### config.mk
export PLATFORM = sky130hd
export DESIGN_NAME = item_support_count_table_core
export DESIGN_NICKNAME = d
export VERILOG_FILES = /design/src/sv/isct_pkg.sv /design/src/sv/item_support_count_table_core.sv /design/src/sv/isct_ctrl.sv /design/src/sv/isct_dp.sv
export SDC_FILE = /design/constraint.sdc
export NUM_CORES = 2
export LEC_CHECK = 0
export ABC_AREA = 0
export BUFFER_PORTS_ARGS = -buffer_cell sky130_fd_sc_hd__buf_4
export CORE_MARGIN = 4
export CORE_UTILIZATION = 42
export DETAILED_ROUTE_END_ITERATION = 12
export MAX_ROUTING_LAYER = met4
export PLACE_DENSITY_LB_ADDON = 0.15
export RECOVER_POWER = 50
export SLEW_MARGIN = 5
export SYNTH_ARGS = -nofsm -noshare
export SYNTH_HDL_FRONTEND = slang
export SYNTH_SLANG_ARGS = --single-unit
### constraint.sdc
create_clock -name clock -period 9.9 [get_ports clock]
set_input_delay 0.99 -clock clock [delete_from_list [all_inputs] [get_ports clock]]
set_output_delay 0.99 -clock clock [all_outputs]
set_load 0.02 [all_outputs]
### src/sv/isct_pkg.sv
package isct_pkg;

   // Default table depth
   localparam int CAPACITY_DEF = 64;

   // Field widths
   localparam int ID_W          = 32;
   localparam int SUP_W         = 32;
   localparam int ENTRY_COUNT_W = 7;
   localparam int OP_W          = 2;

   // Operation codes
   localparam logic [OP_W-1:0] OP_ADD   = 2'd0;
   localparam logic [OP_W-1:0] OP_QUERY = 2'd1;
   localparam logic [OP_W-1:0] OP_PRUNE = 2'd2;

   // One table entry as held in the memory
   typedef struct packed {
      logic [ID_W-1:0]  id;
      logic [SUP_W-1:0] sup;
   } entry_type;

   // Controller to datapath
   typedef struct packed {
      logic start;     // latch a new transaction, rewind the scan
      logic scan;      // step the table scan
      logic seek;      // compare scanned ids against the item
      logic prune;     // compact survivors during the scan
      logic commit;    // survivors become the table size
      logic update;    // bump a hit, or append the item
      logic load_rsp;  // move the result into the output register
   } isct_cmd_type;

   // Datapath to controller
   typedef struct packed {
      logic hit;        // entry under compare holds the item id
      logic scan_done;  // every entry read and compared
   } isct_status_type;

endpackage

### src/sv/item_support_count_table_core.sv
// Steps: an add or query scans the table until a hit, and an add then updates the entry
// or appends the item; a prune scans the whole table; an unused op code goes straight
// to the result.
// Throughput: one transaction at a time, the scan reading one entry per cycle; a new
// request is taken while a result waits in the output register.
// Reset clears the entry count, threshold and control; table contents need no clearing.
module item_support_count_table_core #(
   parameter int CAPACITY = isct_pkg::CAPACITY_DEF
) (
   input  logic                                 clock,
   input  logic                                 reset,
   input  logic                                 req_valid,
   output logic                                 req_ready,
   input  logic [isct_pkg::OP_W-1:0]            req_op,
   input  logic signed [isct_pkg::ID_W-1:0]     req_item_id,
   output logic                                 rsp_valid,
   input  logic                                 rsp_ready,
   output logic                                 rsp_found,
   output logic                                 rsp_dropped,
   output logic [isct_pkg::SUP_W-1:0]           rsp_support,
   output logic [isct_pkg::ENTRY_COUNT_W-1:0]   rsp_entry_count,
   input  logic                                 csr_wr_en,
   input  logic [isct_pkg::SUP_W-1:0]           csr_wr_data
);
   import isct_pkg::*;

   isct_cmd_type    cmd;
   isct_status_type status;

   // Sequencer
   isct_ctrl u_ctrl (
      .clock     (clock),
      .reset     (reset),
      .req_valid (req_valid),
      .req_ready (req_ready),
      .req_op    (req_op),
      .rsp_valid (rsp_valid),
      .rsp_ready (rsp_ready),
      .cmd       (cmd),
      .status    (status)
   );

   // Table store, scan and result
   isct_dp #(
      .CAPACITY (CAPACITY)
   ) u_dp (
      .clock           (clock),
      .reset           (reset),
      .cmd             (cmd),
      .status          (status),
      .req_item_id     (req_item_id),
      .csr_wr_en       (csr_wr_en),
      .csr_wr_data     (csr_wr_data),
      .rsp_found       (rsp_found),
      .rsp_dropped     (rsp_dropped),
      .rsp_support     (rsp_support),
      .rsp_entry_count (rsp_entry_count)
   );

endmodule

### src/sv/isct_ctrl.sv
module isct_ctrl (
   input  logic                         clock,
   input  logic                         reset,
   input  logic                         req_valid,
   output logic                         req_ready,
   input  logic [isct_pkg::OP_W-1:0]    req_op,
   output logic                         rsp_valid,
   input  logic                         rsp_ready,
   output isct_pkg::isct_cmd_type       cmd,
   input  isct_pkg::isct_status_type    status
);
   import isct_pkg::*;

   typedef enum logic [1:0] {
      ST_IDLE,
      ST_SCAN,
      ST_UPDATE,
      ST_FINISH
   } state_type;

   state_type           state_ff, state_in;
   logic [OP_W-1:0]     op_ff;
   logic                rsp_valid_ff, rsp_valid_in;
   logic                accept;
   logic                is_seek;
   logic                slot_free;

   assign req_ready = (state_ff == ST_IDLE);
   assign rsp_valid = rsp_valid_ff;
   assign accept    = req_valid && req_ready;
   assign is_seek   = (op_ff == OP_ADD) || (op_ff == OP_QUERY);
   assign slot_free = !rsp_valid_ff || rsp_ready;

   // Next state and datapath commands
   always_comb begin
      state_in     = state_ff;
      cmd          = '0;
      cmd.start    = accept;
      case (state_ff)
         ST_IDLE: begin
            if (accept) begin
               if ((req_op == OP_ADD) || (req_op == OP_QUERY) || (req_op == OP_PRUNE)) begin
                  state_in = ST_SCAN;
               end else begin
                  state_in = ST_FINISH;
               end
            end
         end
         ST_SCAN: begin
            cmd.scan  = 1'b1;
            cmd.seek  = is_seek;
            cmd.prune = (op_ff == OP_PRUNE);
            if (is_seek && status.hit) begin
               state_in = (op_ff == OP_ADD) ? ST_UPDATE : ST_FINISH;
            end else if (status.scan_done) begin
               cmd.commit = (op_ff == OP_PRUNE);
               state_in   = (op_ff == OP_ADD) ? ST_UPDATE : ST_FINISH;
            end
         end
         ST_UPDATE: begin
            cmd.update = 1'b1;
            state_in   = ST_FINISH;
         end
         ST_FINISH: begin
            if (slot_free) begin
               cmd.load_rsp = 1'b1;
               state_in     = ST_IDLE;
            end
         end
         default: begin
            state_in = ST_IDLE;
         end
      endcase
   end

   // Output register hand-off
   assign rsp_valid_in = cmd.load_rsp || (rsp_valid_ff && !rsp_ready);

   // State and registered outputs
   always_ff @(posedge clock) begin
      if (reset) begin
         state_ff     <= ST_IDLE;
         rsp_valid_ff <= 1'b0;
         op_ff        <= OP_ADD;
      end else begin
         state_ff     <= state_in;
         rsp_valid_ff <= rsp_valid_in;
         if (accept) begin
            op_ff <= req_op;
         end
      end
   end

endmodule

### src/sv/isct_dp.sv
module isct_dp #(
   parameter int CAPACITY = isct_pkg::CAPACITY_DEF
) (
   input  logic                                 clock,
   input  logic                                 reset,
   input  isct_pkg::isct_cmd_type               cmd,
   output isct_pkg::isct_status_type            status,
   input  logic signed [isct_pkg::ID_W-1:0]     req_item_id,
   input  logic                                 csr_wr_en,
   input  logic [isct_pkg::SUP_W-1:0]           csr_wr_data,
   output logic                                 rsp_found,
   output logic                                 rsp_dropped,
   output logic [isct_pkg::SUP_W-1:0]           rsp_support,
   output logic [isct_pkg::ENTRY_COUNT_W-1:0]   rsp_entry_count
);
   import isct_pkg::*;

   localparam int IDX_W = (CAPACITY > 1) ? $clog2(CAPACITY) : 1;
   localparam int CNT_W = $clog2(CAPACITY + 1);
   localparam logic [CNT_W-1:0] CAP_CNT = CNT_W'(CAPACITY);

   // Entry store, undefined until written
   entry_type            mem [CAPACITY];

   // Control registers
   logic [CNT_W-1:0]     used_ff;
   logic [CNT_W-1:0]     ptr_ff;
   logic [CNT_W-1:0]     kept_ff;
   logic                 rd_vld_ff;
   logic [SUP_W-1:0]     thr_ff;

   // Working registers
   entry_type            rd_data_ff;
   logic [IDX_W-1:0]     cmp_idx_ff;
   logic [IDX_W-1:0]     hit_idx_ff;
   logic [ID_W-1:0]      id_ff;
   logic [SUP_W-1:0]     sup_ff;
   logic                 found_ff;
   logic                 dropped_ff;

   // Output register
   logic                     rsp_found_ff;
   logic                     rsp_dropped_ff;
   logic [SUP_W-1:0]         rsp_support_ff;
   logic [ENTRY_COUNT_W-1:0] rsp_entry_count_ff;

   logic                 scan_more;
   logic                 id_match;
   logic                 keep;
   logic                 room;
   logic                 prune_wr;
   logic [SUP_W-1:0]     sup_inc;
   logic [CNT_W+ENTRY_COUNT_W-1:0] used_ext;

   // Compare and status
   assign scan_more        = (ptr_ff < used_ff);
   assign id_match         = (rd_data_ff.id == id_ff);
   assign keep             = (rd_data_ff.sup <= thr_ff);
   assign room             = (used_ff < CAP_CNT);
   assign prune_wr         = cmd.scan && cmd.prune && rd_vld_ff && keep;
   assign sup_inc          = (sup_ff == '1) ? sup_ff : sup_ff + 1'b1;
   assign used_ext         = {{ENTRY_COUNT_W{1'b0}}, used_ff};
   assign status.hit       = rd_vld_ff && id_match;
   assign status.scan_done = !scan_more && !rd_vld_ff;

   // Memory: one read and one write per cycle
   always_ff @(posedge clock) begin
      if (cmd.scan && scan_more) begin
         rd_data_ff <= mem[ptr_ff[IDX_W-1:0]];
      end
      if (prune_wr) begin
         mem[kept_ff[IDX_W-1:0]] <= rd_data_ff;
      end
      if (cmd.update) begin
         if (found_ff) begin
            mem[hit_idx_ff] <= '{id: id_ff, sup: sup_inc};
         end else if (room) begin
            mem[used_ff[IDX_W-1:0]] <= '{id: id_ff, sup: SUP_W'(1)};
         end
      end
   end

   // Scan pointers, table size and threshold
   always_ff @(posedge clock) begin
      if (reset) begin
         used_ff   <= '0;
         ptr_ff    <= '0;
         kept_ff   <= '0;
         rd_vld_ff <= 1'b0;
         thr_ff    <= '0;
      end else begin
         if (csr_wr_en) begin
            thr_ff <= csr_wr_data;
         end
         if (cmd.start) begin
            ptr_ff    <= '0;
            kept_ff   <= '0;
            rd_vld_ff <= 1'b0;
         end else if (cmd.scan) begin
            rd_vld_ff <= scan_more;
            if (scan_more) begin
               ptr_ff <= ptr_ff + 1'b1;
            end
            if (prune_wr) begin
               kept_ff <= kept_ff + 1'b1;
            end
         end
         if (cmd.update && !found_ff && room) begin
            used_ff <= used_ff + 1'b1;
         end
         if (cmd.commit) begin
            used_ff <= kept_ff;
         end
      end
   end

   // Transaction working values
   always_ff @(posedge clock) begin
      if (cmd.scan && scan_more) begin
         cmp_idx_ff <= ptr_ff[IDX_W-1:0];
      end
      if (cmd.start) begin
         id_ff      <= req_item_id;
         sup_ff     <= '0;
         found_ff   <= 1'b0;
         dropped_ff <= 1'b0;
      end else if (cmd.seek && status.hit) begin
         found_ff   <= 1'b1;
         sup_ff     <= rd_data_ff.sup;
         hit_idx_ff <= cmp_idx_ff;
      end else if (cmd.update) begin
         if (found_ff) begin
            sup_ff <= sup_inc;
         end else if (room) begin
            sup_ff <= SUP_W'(1);
         end else begin
            dropped_ff <= 1'b1;
         end
      end
      if (cmd.load_rsp) begin
         rsp_found_ff       <= found_ff;
         rsp_dropped_ff     <= dropped_ff;
         rsp_support_ff     <= sup_ff;
         rsp_entry_count_ff <= used_ext[ENTRY_COUNT_W-1:0];
      end
   end

   assign rsp_found       = rsp_found_ff;
   assign rsp_dropped     = rsp_dropped_ff;
   assign rsp_support     = rsp_support_ff;
   assign rsp_entry_count = rsp_entry_count_ff;

endmodule

# [Yosys cells after proc, flatten, opt, wreduce, memory -nomap -nowiden]
# Memories as Yosys holds them, arrays and structs flattened. A register that Yosys moved wholly into a read port is not among the register bits.
# Cells that the tools add are included.
[totals] register_bits=178 word_cells=114 output_inout_bits=43 mem_count=1 inputBits=71 mem_bits_rw=4096
[mem_list] name="u_dp.mem" depth=64 word_bits=64 rd=1 rd_ports_with_merged_regs=1 wr=1 line_no="isct_dp.sv:23" rtl="entry_type mem [CAPACITY];"
[op_classes] magnitude_cmp=3 n_eq_ne=12 n_mux=35 addsub=4 bitwise=4 reduce_logical=37
[ops] op="$mux W32" n=5
[ops] op="$mux W64" n=2
[ops] op="$reduce_or A64 Y1" n=2
[ops] op="$add A32 B1 Y32 const B" n=1
[ops] op="$eq A32 B32 Y1" n=1
[ops] op="$eq A32 B32 Y1 const B" n=1
[ops] op="$le A32 B32 Y1" n=1
[ops] op="$add A7 B1 Y7 const B" n=3
[ops] op="$mux W1" n=17
[ops] op="$mux W7" n=2
[ops] op="$logic_and A1 B1 Y1" n=12
[ops] op="$mux W6" n=2
[ops] op="$mux W2" n=5
[ops] op="$eq A2 B2 Y1 const B" n=4
[ops] op="$pmux W2 S4" n=1
[ops] op="$reduce_and A2 Y1" n=4
[ops] op="$lt A7 B7 Y1" n=1
[ops] op="$lt A7 B7 Y1 const B" n=1
[ops] op="$eq A2 B1 Y1 const B" n=3
[ops] op="$logic_not A2 Y1" n=3
[ops] op="$logic_not A1 Y1" n=5
[ops] op="$logic_or A1 B1 Y1" n=5
[ops] op="$mux W4" n=1
[ops] op="$not A1 Y1" n=4
[ops] op="other kinds (8)" n=9

# [Depth between registers and ports, before layout]
[logic_depth] ltp_word=13 ltp_mapped=11 depth_no_buf=9

# [Cells and area by module]
# A second synthesis with hierarchy kept.
[hier_totals] hier_cells=14724 area_unflattened_um2=213496.0
[modules_own_cells] mod="isct_dp" area_each_um2=213145.7 n_inst=1 seq_area_each_um2=129233.9 cells_each=14681
[modules_own_cells] mod="isct_ctrl" area_each_um2=350.3 n_inst=1 seq_area_each_um2=100.1 cells_each=43

# [Worst setup path before layout]
# OpenSTA, ideal clock, no wires.
[synth_timing] path_kind="register -> register" start="register u_dp.rd_data_ff[14] (netlist name)" end="memory u_dp.mem[16][0] (netlist bit), enable pin" stages_incl_launch_ff=10 t_required_ns=9.336 synth_period_minus_slack_ns=7.248 path_slack_ns=2.652 arrival_ns=6.684 setup_ns=0.564 n_path_buf=1 path_cell_list="edfxtp_1 ha_1 a21oi_1 nand2_1 a211o_1 or4_1 a21oi_4 nor2_1 buf_2 nor3_1"
[synth_via] elab_chain_len=6
[synth_rtl] item="$le A32 B32 Y1" line_no="isct_dp.sv:58" rtl="assign keep = (rd_data_ff.sup <= thr_ff);"
[synth_rtl] item="$logic_and A1 B1 Y1" line_no="isct_dp.sv:60" rtl="assign prune_wr = cmd.scan && cmd.prune && rd_vld_ff && keep;"
[synth_rtl] item="$mux W1" line_no="isct_dp.sv:71" rtl="if (prune_wr) begin"
[synth_rtl] item="$mux W1 (implied by the code)" line_no="isct_dp.sv:72" rtl="mem[kept_ff[IDX_W-1:0]] <= rd_data_ff;"
[synth_rtl] item="$mux W1 (no source line) (2 in series)"
[synth_rtl] item="to (decl)" line_no="isct_dp.sv:23"
# No other way between the ends.

==> flow_summary.json <==
{
  "r2r_start": "u_ctrl.state_ff[0]$_SDFFE_PP0P_",
  "ff2ff_setup_slack_ns": 2.49,
  "power_switching_w": 0.0113,
  "h-tree-depth": 5,
  "yosysMostFrequentCell": "edfxtp_1",
  "port_buffers": 113,
  "async_reset_ff_share_pct": 0,
  "startpoint": "u_ctrl.state_ff[0]$_SDFFE_PP0P_",
  "grt_overflow_total": 0,
  "crit_type": "register to register",
  "startpoint_type": "register",
  "ys.flop_type": "edfxtp_1",
  "drt_iter0_markers": 10600,
  "drc": 0,
  "fmaxAchievable_ghz": 0.135,
  "finalHoldViolCount": 0,
  "yosys.area.top_type": "edfxtp_1",
  "max_cap_viol_count": 92,
  "rsz0062_at_grt": "false",
  "postCtsHoldBufs": 0,
  "hpwl_um": 281000,
  "worstMarginPinSlew_ns": 4.13,
  "fin_skew_ns": 0.0931,
  "io-pin-count": 114,
  "clock-sinks": 4338,
  "area_growth_pct": 13.5,
  "crit_path_end": "u_dp.hit_idx_ff[4]$_DFFE_PP_",
  "netlist_instances": 6967,
  "die_x_um": 638,
  "yosys_warnings": 0,
  "ctsResizeCount": 0,
  "p_sw_share_pct": 25.5,
  "power_leakage_nw": 56.2,
  "use_met3_pct": 4.49,
  "finalMaxSlewViolations": 3652,
  "grtUsageTotal_pct": 24.2,
  "numCtsBuffers": 451,
  "num-nets-final": 7571,
  "synthAdderAreaFrac_pct": 0.345,
  "grt_pass1_wl_um": 666000,
  "synthSimpleGateAreaFrac_pct": 1.35,
  "grt_start_max_net_pins": 125,
  "fp.dieArea_mm2": 0.407,
  "met1_usage_pct": 33.8,
  "cp_max_fo": 41,
  "grtUsageMet2_pct": 37.5,
  "powerDensity_mw_per_mm2": 234,
  "period_share_pct": 74.9,
  "grt_pass1_vias": 78900,
  "rr_endpoint": "u_dp.hit_idx_ff[4]$_DFFE_PP_",
  "netlist_area_mm2": 0.167,
  "clock_power_share_pct": 37.2,
  "ctsLongestPathBuffers": 4,
  "required_ns": 10.49,
  "antenna_found_initial": 48,
  "antenna_violating_nets_post_route": 0,
  "total_power_w": 0.0443,
  "status": "finished, violations left",
  "synth-compound-area-share_pct": 0.817,
  "drt-total-wl_um": 483000,
  "final_util_pct": 47.8,
  "synth_seq_cells": 4338,
  "ys_types": 63,
  "gp_congestion": 0.841,
  "synth_common_cells": "4245 x edfxtp_1, 1344 x mux4_2, 228 x clkbuf_1, 195 x nand2_1, 119 x buf_2",
  "tns_ns": 0,
  "drive_above_1_share_pct": 29.0,
  "dr.pass1.iters": 5,
  "synth_top_family_by_area": "multiplexers",
  "coreArea_mm2": 0.395,
  "hp-class": "input pin to register",
  "cts_tree": "built",
  "syn_nets": 7084,
  "netlist_top_cells_area": "edfxtp_1 77%, mux4_2 18%, dfxtp_1 1.1%, clkbuf_1 0.51%, nand2_1 0.44%",
  "cts.clk_slew.worst_paths_ns": 0.06,
  "wire_per_inst_um": 36.8,
  "synth-xor-area-share_pct": 0.352,
  "setup_viol": 0,
  "initial_core_util_pct": 42.1,
  "violations": "capacitance limit, slew limit",
  "synth_top_area_share_pct": 76.5,
  "die_h_um": 638,
  "p_int_w": 0.0330,
  "dp_cells": 12200,
  "power.share.combinational_pct": 11.9,
  "crit_path_end_kind": "register",
  "core.rowCount": 231,
  "stdcell_count": 13100,
  "holdCritStartpoint": "csr_wr_data[11]",
  "slew_headroom_pct": -175,
  "clock_latency_ns": 1.00,
  "ir_worst_vdd_mv": 0.160,
  "reg2regPathDepth": 6,
  "synth-edff-count": 4245,
  "synth.area.mux_share_pct": 18.5,
  "vias_per_cell": 6.04,
  "yosysSeqAreaShare_pct": 77.6,
  "cts_root_buf": "clkbuf_16",
  "cp.arrival_ns": 8.01,
  "vias": 79200,
  "seqPwrFrac_pct": 50.9,
  "top_usage_layer": "met2",
  "postCtsSetupBuffers": 0,
  "period_needed_ns": 7.41,
  "synth.avg_cell_area_um2": 23.9
}
==> metal layers <==
metal	up-vias	share of wire (%)
met5	-	0
met4	0	2.5
met3	629	7.8
met2	3404	48
met1	44100	42
li1	31100	-
==> worst max-delay path, stage by stage, from the launching register on <==
cell and delay (ns):
dfxtp_1 0.38, inv_1 0.11, ha_1 0.33, nand2_1 0.10, clkbuf_1 1.39, clkinvlp_2 3.17
nor2_1 1.51
==> final cells by class <==
type	count	area, µm²
Fill cell	32000	206000
Sequential cell	4338	129000
Multi-Input combinational cell	2213	36000
Clock buffer	573	11900
Tap cell	5242	6560
Timing Repair Buffer	399	2570
Clock inverter	265	2370
Inverter	51	193
Antenna cell	34	85.1
==> power by group through the flow <==
stage / Clock (W) / Combinational [W] / Sequential [W]
final: 0.0165 / 0.00528 / 0.0225
after global routing: 0.0176 / 0.00557 / 0.0226
after CTS: 0.0168 / 0.00545 / 0.0224
after detailed placement: 0 / 0.00545 / 0.0228
after global placement: 0 / 0.00530 / 0.0227
after floorplan: 0 / 0.00260 / 0.0228
==> registers in the layout, indices dropped and copies added, names as in the netlist, 2 cells and up <==
signal                cells
u_dp.cmp_idx_ff           6
u_dp.rsp_support         32
u_dp.sup_ff              32
u_dp.kept_ff              7
u_ctrl.state_ff           2
u_ctrl.op_ff              2
u_dp.ptr_ff               7
u_dp.rd_data_ff          64
u_dp.used_ff              7
u_dp.mem               4096
u_dp.hit_idx_ff           6
u_dp.id_ff               32
u_dp.rsp_entry_count      7
u_dp.thr_ff              32
==> layout by cell type, fill, tap and decap left out, types with 47 or more instances in the layout <==
cell	n
clkinv_2	79
a21oi_1	70
inv_1	49
edfxtp_1	4245
mux4_2	1344
clkbuf_16	457
mux2i_1	49
buf_4	220
clkinv_1	113
dfxtp_1	92
clkbuf_1	272
nand2_1	193
nor2_1	89
nor3_2	47
==> cells by family (layout without fill, tap and decap cells) <==
kind of cell	count (synthesis)	count (layout)
DFF	4338	4338
muxes	1394	1394
and+or+nand+nor	482	482
buffers and inverters	416	1288
AOI/OAI and AO/OA	224	224
xor gates and xnor gates	67	67
adders and majority gates	46	46
other	0	34
==> stage by stage <==
stage	setup slack [ns]	hold WS, ns	area, µm²
2_1_floorplan	2.65	0.400	167000
3_3_place_gp	3.48	0.405	175000
3_5_place_dp	4.21	0.405	175000
4_1_cts	4.16	0.122	190000
5_1_grt	2.14	0.208	189000
6_report	2.49	0.272	189000
==> how the worst min path moves through the flow <==
stage	endpoint	cells after the start
2_1_floorplan	u_dp.hit_idx_ff[0]$_DFFE_PP_	0
3_3_place_gp	u_dp.hit_idx_ff[4]$_DFFE_PP_	0
3_5_place_dp	u_dp.hit_idx_ff[3]$_DFFE_PP_	0
4_1_cts	u_dp.id_ff[22]$_DFFE_PP_	1
5_1_grt	u_dp.id_ff[3]$_DFFE_PP_	1
6_report	u_dp.thr_ff[11]$_SDFFE_PP0P_	3
No activity file was read; power rests on OpenSTA's default activity.
